### src/rtl/prrq_pkg.sv
// prrq_pkg: shared types and constants for the priority round-robin run queue
// no dependencies; imported by priority_round_robin_run_queue, prrq_checker, tb

package prrq_pkg;

    localparam int NUM_TASKS_DEF = 32;
    localparam int MAX_PRIO_DEF  = 7;

    localparam int FUNC_W   = 2;
    localparam int TID_W    = 5;
    localparam int PRIO_W   = 3;
    localparam int STATUS_W = 2;

    localparam int S_FIELDS_W = FUNC_W + TID_W + PRIO_W;
    localparam int M_FIELDS_W = STATUS_W + TID_W + 2;
    localparam int S_TDATA_W  = ((S_FIELDS_W + 7) / 8) * 8;
    localparam int M_TDATA_W  = ((M_FIELDS_W + 7) / 8) * 8;

    typedef enum logic [FUNC_W-1:0] {
        OP_ENQUEUE       = 2'd0,
        OP_DEQUEUE       = 2'd1,
        OP_DETACH        = 2'd2,
        OP_PREEMPT_CHECK = 2'd3
    } op_t;

    typedef enum logic [STATUS_W-1:0] {
        ST_OK             = 2'd0,
        ST_EMPTY          = 2'd1,
        ST_ALREADY_QUEUED = 2'd2
    } status_t;

endpackage

### src/rtl/priority_round_robin_run_queue.sv
// priority_round_robin_run_queue: per-level doubly linked fifos over a task pool
// depends on prrq_pkg
//
// usage: each word on the s_axis channel is one request (enqueue, dequeue,
// detach or preemption check); each request gives exactly one result word on
// the m_axis channel, in request order.
// a request is taken into an input register, then processed by the list
// logic, which updates the queue state and loads the result register.
// throughput: one request per cycle while m_axis_tready stays high; the list
// update writes link, level, head and tail files at most once each per cycle.
// s_axis_tready stays high while the input register is empty or moves on, so
// a waiting result does not stop the next request from being taken.
// when the receiver stalls, the result register holds, the input register
// fills, and s_axis_tready falls until m_axis_tready returns.
// reset empties every level and both registers; link, level, head and tail
// entries hold no reset value and are only read behind their valid bits.

module priority_round_robin_run_queue #(
    parameter int NUM_TASKS = prrq_pkg::NUM_TASKS_DEF,
    parameter int MAX_PRIO  = prrq_pkg::MAX_PRIO_DEF
) (
    input  logic                           aclk,
    input  logic                           aresetn,
    input  logic                           s_axis_tvalid,
    output logic                           s_axis_tready,
    // func[1:0], task_id[6:2], priority_req[9:7]
    input  logic [prrq_pkg::S_TDATA_W-1:0] s_axis_tdata,
    output logic                           m_axis_tvalid,
    input  logic                           m_axis_tready,
    // status[1:0], picked_task[6:2], picked_valid[7], preempt[8]
    output logic [prrq_pkg::M_TDATA_W-1:0] m_axis_tdata
);
    import prrq_pkg::*;

    // ids and priorities above the field range can never arrive
    localparam int POOL  = (NUM_TASKS < (1 << TID_W)) ? NUM_TASKS : (1 << TID_W);
    localparam int IDX_W = (POOL > 1) ? $clog2(POOL) : 1;
    localparam int TOPL  = (MAX_PRIO < (1 << PRIO_W) - 1) ? MAX_PRIO : (1 << PRIO_W) - 1;
    localparam int LVLS  = TOPL + 1;
    localparam int LVL_W = (LVLS > 1) ? $clog2(LVLS) : 1;
    localparam logic [PRIO_W-1:0] TOP_PRIO = PRIO_W'(TOPL);

    // input register
    logic              in_valid_reg;
    logic [FUNC_W-1:0] in_func_reg;
    logic [TID_W-1:0]  in_tid_reg;
    logic [PRIO_W-1:0] in_prio_reg;

    // result register
    logic                out_valid_reg;
    logic [STATUS_W-1:0] out_status_reg;
    logic [TID_W-1:0]    out_picked_reg;
    logic                out_picked_valid_reg;
    logic                out_preempt_reg;

    // queue state
    logic [IDX_W-1:0] next_link_reg  [POOL];
    logic [IDX_W-1:0] prev_link_reg  [POOL];
    logic [LVL_W-1:0] task_level_reg [POOL];
    logic [IDX_W-1:0] level_head_reg [LVLS];
    logic [IDX_W-1:0] level_tail_reg [LVLS];
    logic [POOL-1:0]  is_queued_reg;
    logic [POOL-1:0]  is_queued_next;
    logic [LVLS-1:0]  level_nonempty_reg;
    logic [LVLS-1:0]  level_nonempty_next;

    logic proc;
    op_t  op;

    logic             tid_ok;
    logic [IDX_W-1:0] tid_idx;
    logic             hi_found;
    logic [LVL_W-1:0] hi_lvl;
    logic [LVL_W-1:0] enq_lvl;
    logic [PRIO_W-1:0] sat_prio;

    logic             do_enq;
    logic             do_unlink;
    logic [IDX_W-1:0] u_task;
    logic [LVL_W-1:0] u_lvl;
    logic [IDX_W-1:0] u_nx;
    logic [IDX_W-1:0] u_pv;
    logic             at_head;
    logic             at_tail;

    logic             nl_we, pl_we, tl_we, hd_we, tt_we;
    logic [IDX_W-1:0] nl_addr, nl_data, pl_addr, pl_data, hd_data, tt_data;
    logic [LVL_W-1:0] hd_addr, tt_addr;

    logic [STATUS_W-1:0] res_status;
    logic [TID_W-1:0]    res_picked;
    logic                res_picked_valid;
    logic                res_preempt;

    assign proc          = in_valid_reg && (!out_valid_reg || m_axis_tready);
    assign s_axis_tready = !in_valid_reg || proc;
    assign op            = op_t'(in_func_reg);

    assign tid_ok   = (int'(in_tid_reg) < NUM_TASKS);
    assign tid_idx  = in_tid_reg[IDX_W-1:0];
    assign sat_prio = (in_prio_reg > TOP_PRIO) ? TOP_PRIO : in_prio_reg;
    assign enq_lvl  = sat_prio[LVL_W-1:0];

    // highest non-empty level
    always_comb begin
        hi_found = 1'b0;
        hi_lvl   = '0;
        for (int l = 0; l < LVLS; l++) begin
            if (level_nonempty_reg[l]) begin
                hi_found = 1'b1;
                hi_lvl   = LVL_W'(l);
            end
        end
    end

    always_comb begin
        res_preempt = 1'b0;
        for (int l = 0; l < LVLS; l++) begin
            if (level_nonempty_reg[l] && (l > int'(in_prio_reg))) begin
                res_preempt = 1'b1;
            end
        end
        if (op != OP_PREEMPT_CHECK) begin
            res_preempt = 1'b0;
        end
    end

    // unlink target: head of the top level on dequeue, else the given task
    assign u_task  = (op == OP_DEQUEUE) ? level_head_reg[hi_lvl] : tid_idx;
    assign u_lvl   = (op == OP_DEQUEUE) ? hi_lvl : task_level_reg[tid_idx];
    assign u_nx    = next_link_reg[u_task];
    assign u_pv    = prev_link_reg[u_task];
    assign at_head = (level_head_reg[u_lvl] == u_task);
    assign at_tail = (level_tail_reg[u_lvl] == u_task);

    assign do_enq    = (op == OP_ENQUEUE) && tid_ok && !is_queued_reg[tid_idx];
    assign do_unlink = (op == OP_DEQUEUE) ? hi_found
                     : ((op == OP_DETACH) && tid_ok && is_queued_reg[tid_idx]);

    always_comb begin
        nl_we   = 1'b0;
        nl_addr = level_tail_reg[enq_lvl];
        nl_data = tid_idx;
        pl_we   = 1'b0;
        pl_addr = tid_idx;
        pl_data = level_tail_reg[enq_lvl];
        tl_we   = 1'b0;
        hd_we   = 1'b0;
        hd_addr = enq_lvl;
        hd_data = tid_idx;
        tt_we   = 1'b0;
        tt_addr = enq_lvl;
        tt_data = tid_idx;
        is_queued_next      = is_queued_reg;
        level_nonempty_next = level_nonempty_reg;
        if (proc && do_enq) begin
            tl_we = 1'b1;
            tt_we = 1'b1;
            is_queued_next[tid_idx] = 1'b1;
            if (level_nonempty_reg[enq_lvl]) begin
                nl_we = 1'b1;
                pl_we = 1'b1;
            end else begin
                hd_we = 1'b1;
                level_nonempty_next[enq_lvl] = 1'b1;
            end
        end else if (proc && do_unlink) begin
            is_queued_next[u_task] = 1'b0;
            hd_addr = u_lvl;
            hd_data = u_nx;
            tt_addr = u_lvl;
            tt_data = u_pv;
            nl_addr = u_pv;
            nl_data = u_nx;
            pl_addr = u_nx;
            pl_data = u_pv;
            priority if (at_head && at_tail) begin
                level_nonempty_next[u_lvl] = 1'b0;
            end else if (at_head) begin
                hd_we = 1'b1;
            end else if (at_tail) begin
                tt_we = 1'b1;
            end else begin
                nl_we = 1'b1;
                pl_we = 1'b1;
            end
        end
    end

    always_comb begin
        res_status       = ST_OK;
        res_picked       = '0;
        res_picked_valid = 1'b0;
        unique case (op)
            OP_ENQUEUE: begin
                if (tid_ok && is_queued_reg[tid_idx]) begin
                    res_status = ST_ALREADY_QUEUED;
                end
            end
            OP_DEQUEUE: begin
                if (hi_found) begin
                    res_picked       = TID_W'(u_task);
                    res_picked_valid = 1'b1;
                end else begin
                    res_status = ST_EMPTY;
                end
            end
            OP_DETACH, OP_PREEMPT_CHECK: begin
                res_status = ST_OK;
            end
            default: begin
                res_status = ST_OK;
            end
        endcase
    end

    always_ff @(posedge aclk) begin
        if (!aresetn) begin
            in_valid_reg       <= 1'b0;
            out_valid_reg      <= 1'b0;
            is_queued_reg      <= '0;
            level_nonempty_reg <= '0;
        end else begin
            if (s_axis_tready) begin
                in_valid_reg <= s_axis_tvalid;
            end
            if (proc) begin
                out_valid_reg <= 1'b1;
            end else if (m_axis_tready) begin
                out_valid_reg <= 1'b0;
            end
            is_queued_reg      <= is_queued_next;
            level_nonempty_reg <= level_nonempty_next;
        end
    end

    always_ff @(posedge aclk) begin
        if (s_axis_tready && s_axis_tvalid) begin
            in_func_reg <= s_axis_tdata[FUNC_W-1:0];
            in_tid_reg  <= s_axis_tdata[FUNC_W +: TID_W];
            in_prio_reg <= s_axis_tdata[FUNC_W+TID_W +: PRIO_W];
        end
        if (proc) begin
            out_status_reg       <= res_status;
            out_picked_reg       <= res_picked;
            out_picked_valid_reg <= res_picked_valid;
            out_preempt_reg      <= res_preempt;
        end
    end

    // list storage, one write port each
    always_ff @(posedge aclk) begin
        if (nl_we) begin
            next_link_reg[nl_addr] <= nl_data;
        end
        if (pl_we) begin
            prev_link_reg[pl_addr] <= pl_data;
        end
        if (tl_we) begin
            task_level_reg[tid_idx] <= enq_lvl;
        end
        if (hd_we) begin
            level_head_reg[hd_addr] <= hd_data;
        end
        if (tt_we) begin
            level_tail_reg[tt_addr] <= tt_data;
        end
    end

    assign m_axis_tvalid = out_valid_reg;
    assign m_axis_tdata  = M_TDATA_W'({out_preempt_reg, out_picked_valid_reg,
                                       out_picked_reg, out_status_reg});

    // some task is queued exactly when some level is non-empty
    a_queued_vs_levels: assert property (@(posedge aclk) disable iff (!aresetn)
        (|is_queued_reg) == (|level_nonempty_reg))
        else $error("queued tasks and non-empty levels disagree");

    a_reset_empties: assert property (@(posedge aclk)
        !aresetn |=> (is_queued_reg == '0) && (level_nonempty_reg == '0))
        else $error("queues not empty after reset");

    a_unlink_clears: assert property (@(posedge aclk) disable iff (!aresetn)
        proc && do_unlink && !do_enq |=> !is_queued_reg[$past(u_task)])
        else $error("unlinked task still marked queued");

    a_pick_fields: assert property (@(posedge aclk) disable iff (!aresetn)
        out_valid_reg && out_picked_valid_reg |->
            (out_status_reg == ST_OK) && !out_preempt_reg)
        else $error("picked task with inconsistent result fields");

    a_enq_sets: assert property (@(posedge aclk) disable iff (!aresetn)
        proc && do_enq |=> level_nonempty_reg[$past(enq_lvl)])
        else $error("enqueue left its level empty");

endmodule

### config.mk
export PLATFORM = sky130hd
export DESIGN_NAME = priority_round_robin_run_queue
export DESIGN_NICKNAME = d
export VERILOG_FILES = /design/src/rtl/prrq_pkg.sv /design/src/rtl/priority_round_robin_run_queue.sv
export SDC_FILE = /design/constraint.sdc
export NUM_CORES = 1
export LEC_CHECK = 0
export BUFFER_PORTS_ARGS = -buffer_cell sky130_fd_sc_hd__buf_2
export CORE_UTILIZATION = 35
export DETAILED_ROUTE_END_ITERATION = 6
export PLACE_DENSITY = 0.49
export REMOVE_ABC_BUFFERS = 1
export SLEW_MARGIN = 30
export SYNTH_ARGS = -nofsm -noshare
export SYNTH_HDL_FRONTEND = slang
export SYNTH_SLANG_ARGS = --single-unit
### constraint.sdc
create_clock -name aclk -period 5.6 [get_ports aclk]
set_input_delay 0.56 -clock aclk [delete_from_list [all_inputs] [get_ports aclk]]
set_output_delay 0.56 -clock aclk [all_outputs]
set_load 0.01 [all_outputs]
==> results.py <==
metrics = {
    "setup_path": {
        "r2r-start": "level_nonempty_reg[6]$_SDFFE_PN0P_",
        "cp.required_ns": 5.96,
        "slowest_delay_ns": 0.54,
        "crit_path_cell_trace": "nor2_2, a21boi_2, nor2_1, nand3_1, nand3_1, o31a_1, nor2_1, buf_4, a21boi_0, a2111oi_0, a32oi_2, buf_4, nand2_1, nor2_1, buf_4",
        "startpoint_type": "register",
        "path_max_fanout": 8,
        "critPathKind": "reg -> reg",
        "worst_setup_path_end_kind": "register",
        "cp_data_arrival_time_ns": 5.64,
        "cp_slowest_cell": "a21boi_2",
        "crit_path_start": "level_nonempty_reg[6]$_SDFFE_PN0P_",
    },
    "floorplanning": {
        "io_pins": 38,
        "chipHeight_um": 268,
        "fp-row-count": 97,
        "initial_core_util": 0.354,
        "core_area_um2": 70100,
        "die_w_um": 268,
        "die_area_um2": 72100,
    },
    "placement": {
        "gp_congestion": 0.894,
        "portBuffers": 24,
        "dpl.hpwl_mm": 52.3,
    },
    "cts": {
        "path_clk_slew_ns": 0.06,
        "cts_tree": "built",
        "clockBufferDepth": 3,
        "cts_resized": 0,
        "cts_setup_buffers": 0,
        "htree_levels": 2,
        "cts_buffers": 60,
        "clock_latency_ns": 0.65,
        "clockRootBuffer": "clkbuf_16",
        "cts.sinks": 562,
        "cts.hold.buffers_added": 0,
    },
    "logic_synthesis": {
        "synth_top_area_cell": "edfxtp_1",
        "synth-main-ff-cell": "edfxtp_1",
        "yosysMostFrequentCell": "edfxtp_1",
        "synthTopCellsByCount": "edfxtp_1, nand2_1, nor2_1, nand3_1, mux2i_1",
        "mappedNetlistArea_um2": 24800,
        "synth_seq_cells": 562,
        "synth_top_cell_area_share": 0.622,
        "syn_area_per_cell_um2": 13.3,
        "synth_seq_area_share": 0.660,
        "postSynthCellCount": 1863,
        "async_reset_ff_frac": 0,
        "synth.distinct_cells": 96,
        "ys_warn_count": 0,
        "synth_edf_count": 515,
        "synth_area_leaders": "edfxtp_1, mux4_2, mux2i_1, dfxtp_1, nand2_1",
    },
    "timing": {
        "layout_min_cycle_time_ns": 5.28,
        "hold_slack_ns": 0.0956,
        "worst_slew_pin_slew_ns": 0.980,
        "fin_crit_sh": 0.943,
        "finalClockSkew_ns": 0.0527,
        "clock.fmax_mhz": 189,
        "slew_headroom": 0.344,
        "hold_viol_final": 0,
        "finalSetupViolCount": 0,
        "rsz0062_at_grt": "false",
        "slew_viol_final": 0,
    },
    "global_route": {
        "use_met1": 0.287,
        "grt-ovfl-total": 0,
        "use_met2": 0.328,
        "grt_pass1_vias": 16200,
        "gr-usage-all-layers": 0.206,
        "busiest_layer": "met2",
        "antenna_found_initial": 1,
        "grt_max_degree": 44,
        "grt_pass1_wl_mm": 109,
        "use_met3": 0.0417,
    },
    "cells_and_area": {
        "area_growth_pct": 17.6,
        "drive_gt1_frac": 0.198,
        "layout.nets": 2045,
        "post-route-util": 0.417,
        "antenna_cells": 0,
    },
    "routing": {
        "route.antenna.remaining_nets": 0,
        "viasPerCell": 5.46,
        "wire_per_inst_um": 24.6,
        "remaining_drc_errors": 0,
        "drt_first_pass_iters": 5,
        "drt-initial-drc-count": 1581,
        "vias": 16500,
        "wl_mm": 74.1,
    },
    "run": {
        "cap_violations": 0,
    },
    "pwr": {
        "powerDensity_nw_per_um2": 337,
        "p_leak_nw": 10.1,
        "p_total_mw": 9.84,
        "ir_drop_uv": 247,
    },
    "hold_path": {
        "hold_path_startpoint": "s_axis_tdata[1]",
        "min-delay-path-class": "in -> reg",
    },
    "status": {
        "status": "finished, final reports clean",
    },
}
## power breakdown
part / internal [mW] / total [mW] / switching [mW]
Combinational: 0.332 / 0.972 / 0.640
Clock: 2.53 / 4.24 / 1.71
Sequential: 4.61 / 4.63 / 0.0266
## kinds of logic after synthesis
kind of cell	after synthesis	share of synthesized area
xor gates and xnor gates	6	0.00211
and+or+nand+nor	658	0.123
muxes	161	0.0897
DFF	562	0.660
other	1	0.000151
buffers and inverters	143	0.0289
AOI/OAI and AO/OA	332	0.0959
## routing by layer
| metal | up-vias | part of all wire |
|---|---|---|
| met5 | - | 0 |
| li1 | 7487 | - |
| met2 | 569 | 0.46 |
| met3 | 111 | 0.069 |
| met4 | 0 | 0.024 |
| met1 | 8312 | 0.45 |
## final timing paths
check	to	slack, ns	depth (start not counted)
min reg2reg	m_axis_tvalid$_SDFFE_PN0P_	0.53	2
max	prev_link_reg[22][3]$_DFFE_PP_	0.32	15
min	in_func_reg[1]$_DFFE_PP_	0.1	1
max reg2reg	prev_link_reg[22][3]$_DFFE_PP_	0.32	15
## worst max-delay path: cells and delay by family, from the launching register on
| family | cells | cell delay, ns |
|---|---|---|
| AND/OR/NAND/NOR | 7 | 1.98 |
| flip-flops | 1 | 0.43 |
| buffers and inverters | 3 | 0.68 |
| AO/OA/AOI/OAI | 5 | 1.90 |
## cells in the final DEF, fill, tap and decap left out, drive strengths merged, types with 16 or more instances in the layout
master and instances:
edfxtp 515, nand2 244, buf 208, nor2 162
nand3 115, mux2i 100, clkbuf 77, a21oi 72
o21ai 67, mux4 48, dfxtp 47, inv 33
a22oi 24, nor3 24, nand4 20, a31oi 19
clkinv 18, a221oi 17, and3 16
## cell type report
| cell class | instances | area [um2] |
|---|---|---|
| Sequential cell | 562 | 16400 |
| Fill cell | 6568 | 40900 |
| Tap cell | 940 | 1180 |
| Timing Repair Buffer | 208 | 1630 |
| Inverter | 29 | 109 |
| Multi-Input combinational cell | 1164 | 7790 |
| Clock inverter | 36 | 509 |
| Clock buffer | 77 | 1600 |
## metrics by stage
step	std cells	TNS, ns	setup WS [ns]	instance area (um2)
after floorplan	1755	-961.49	-2.60	24300
after global placement	2901	0	0.453	27100
after detailed placement	2903	0	0.439	27100
after CTS	3016	0	0.439	29200
after global routing	3016	0	0.136	29200
final	3016	0	0.317	29200
No activity file was read; power rests on OpenSTA's default activity.
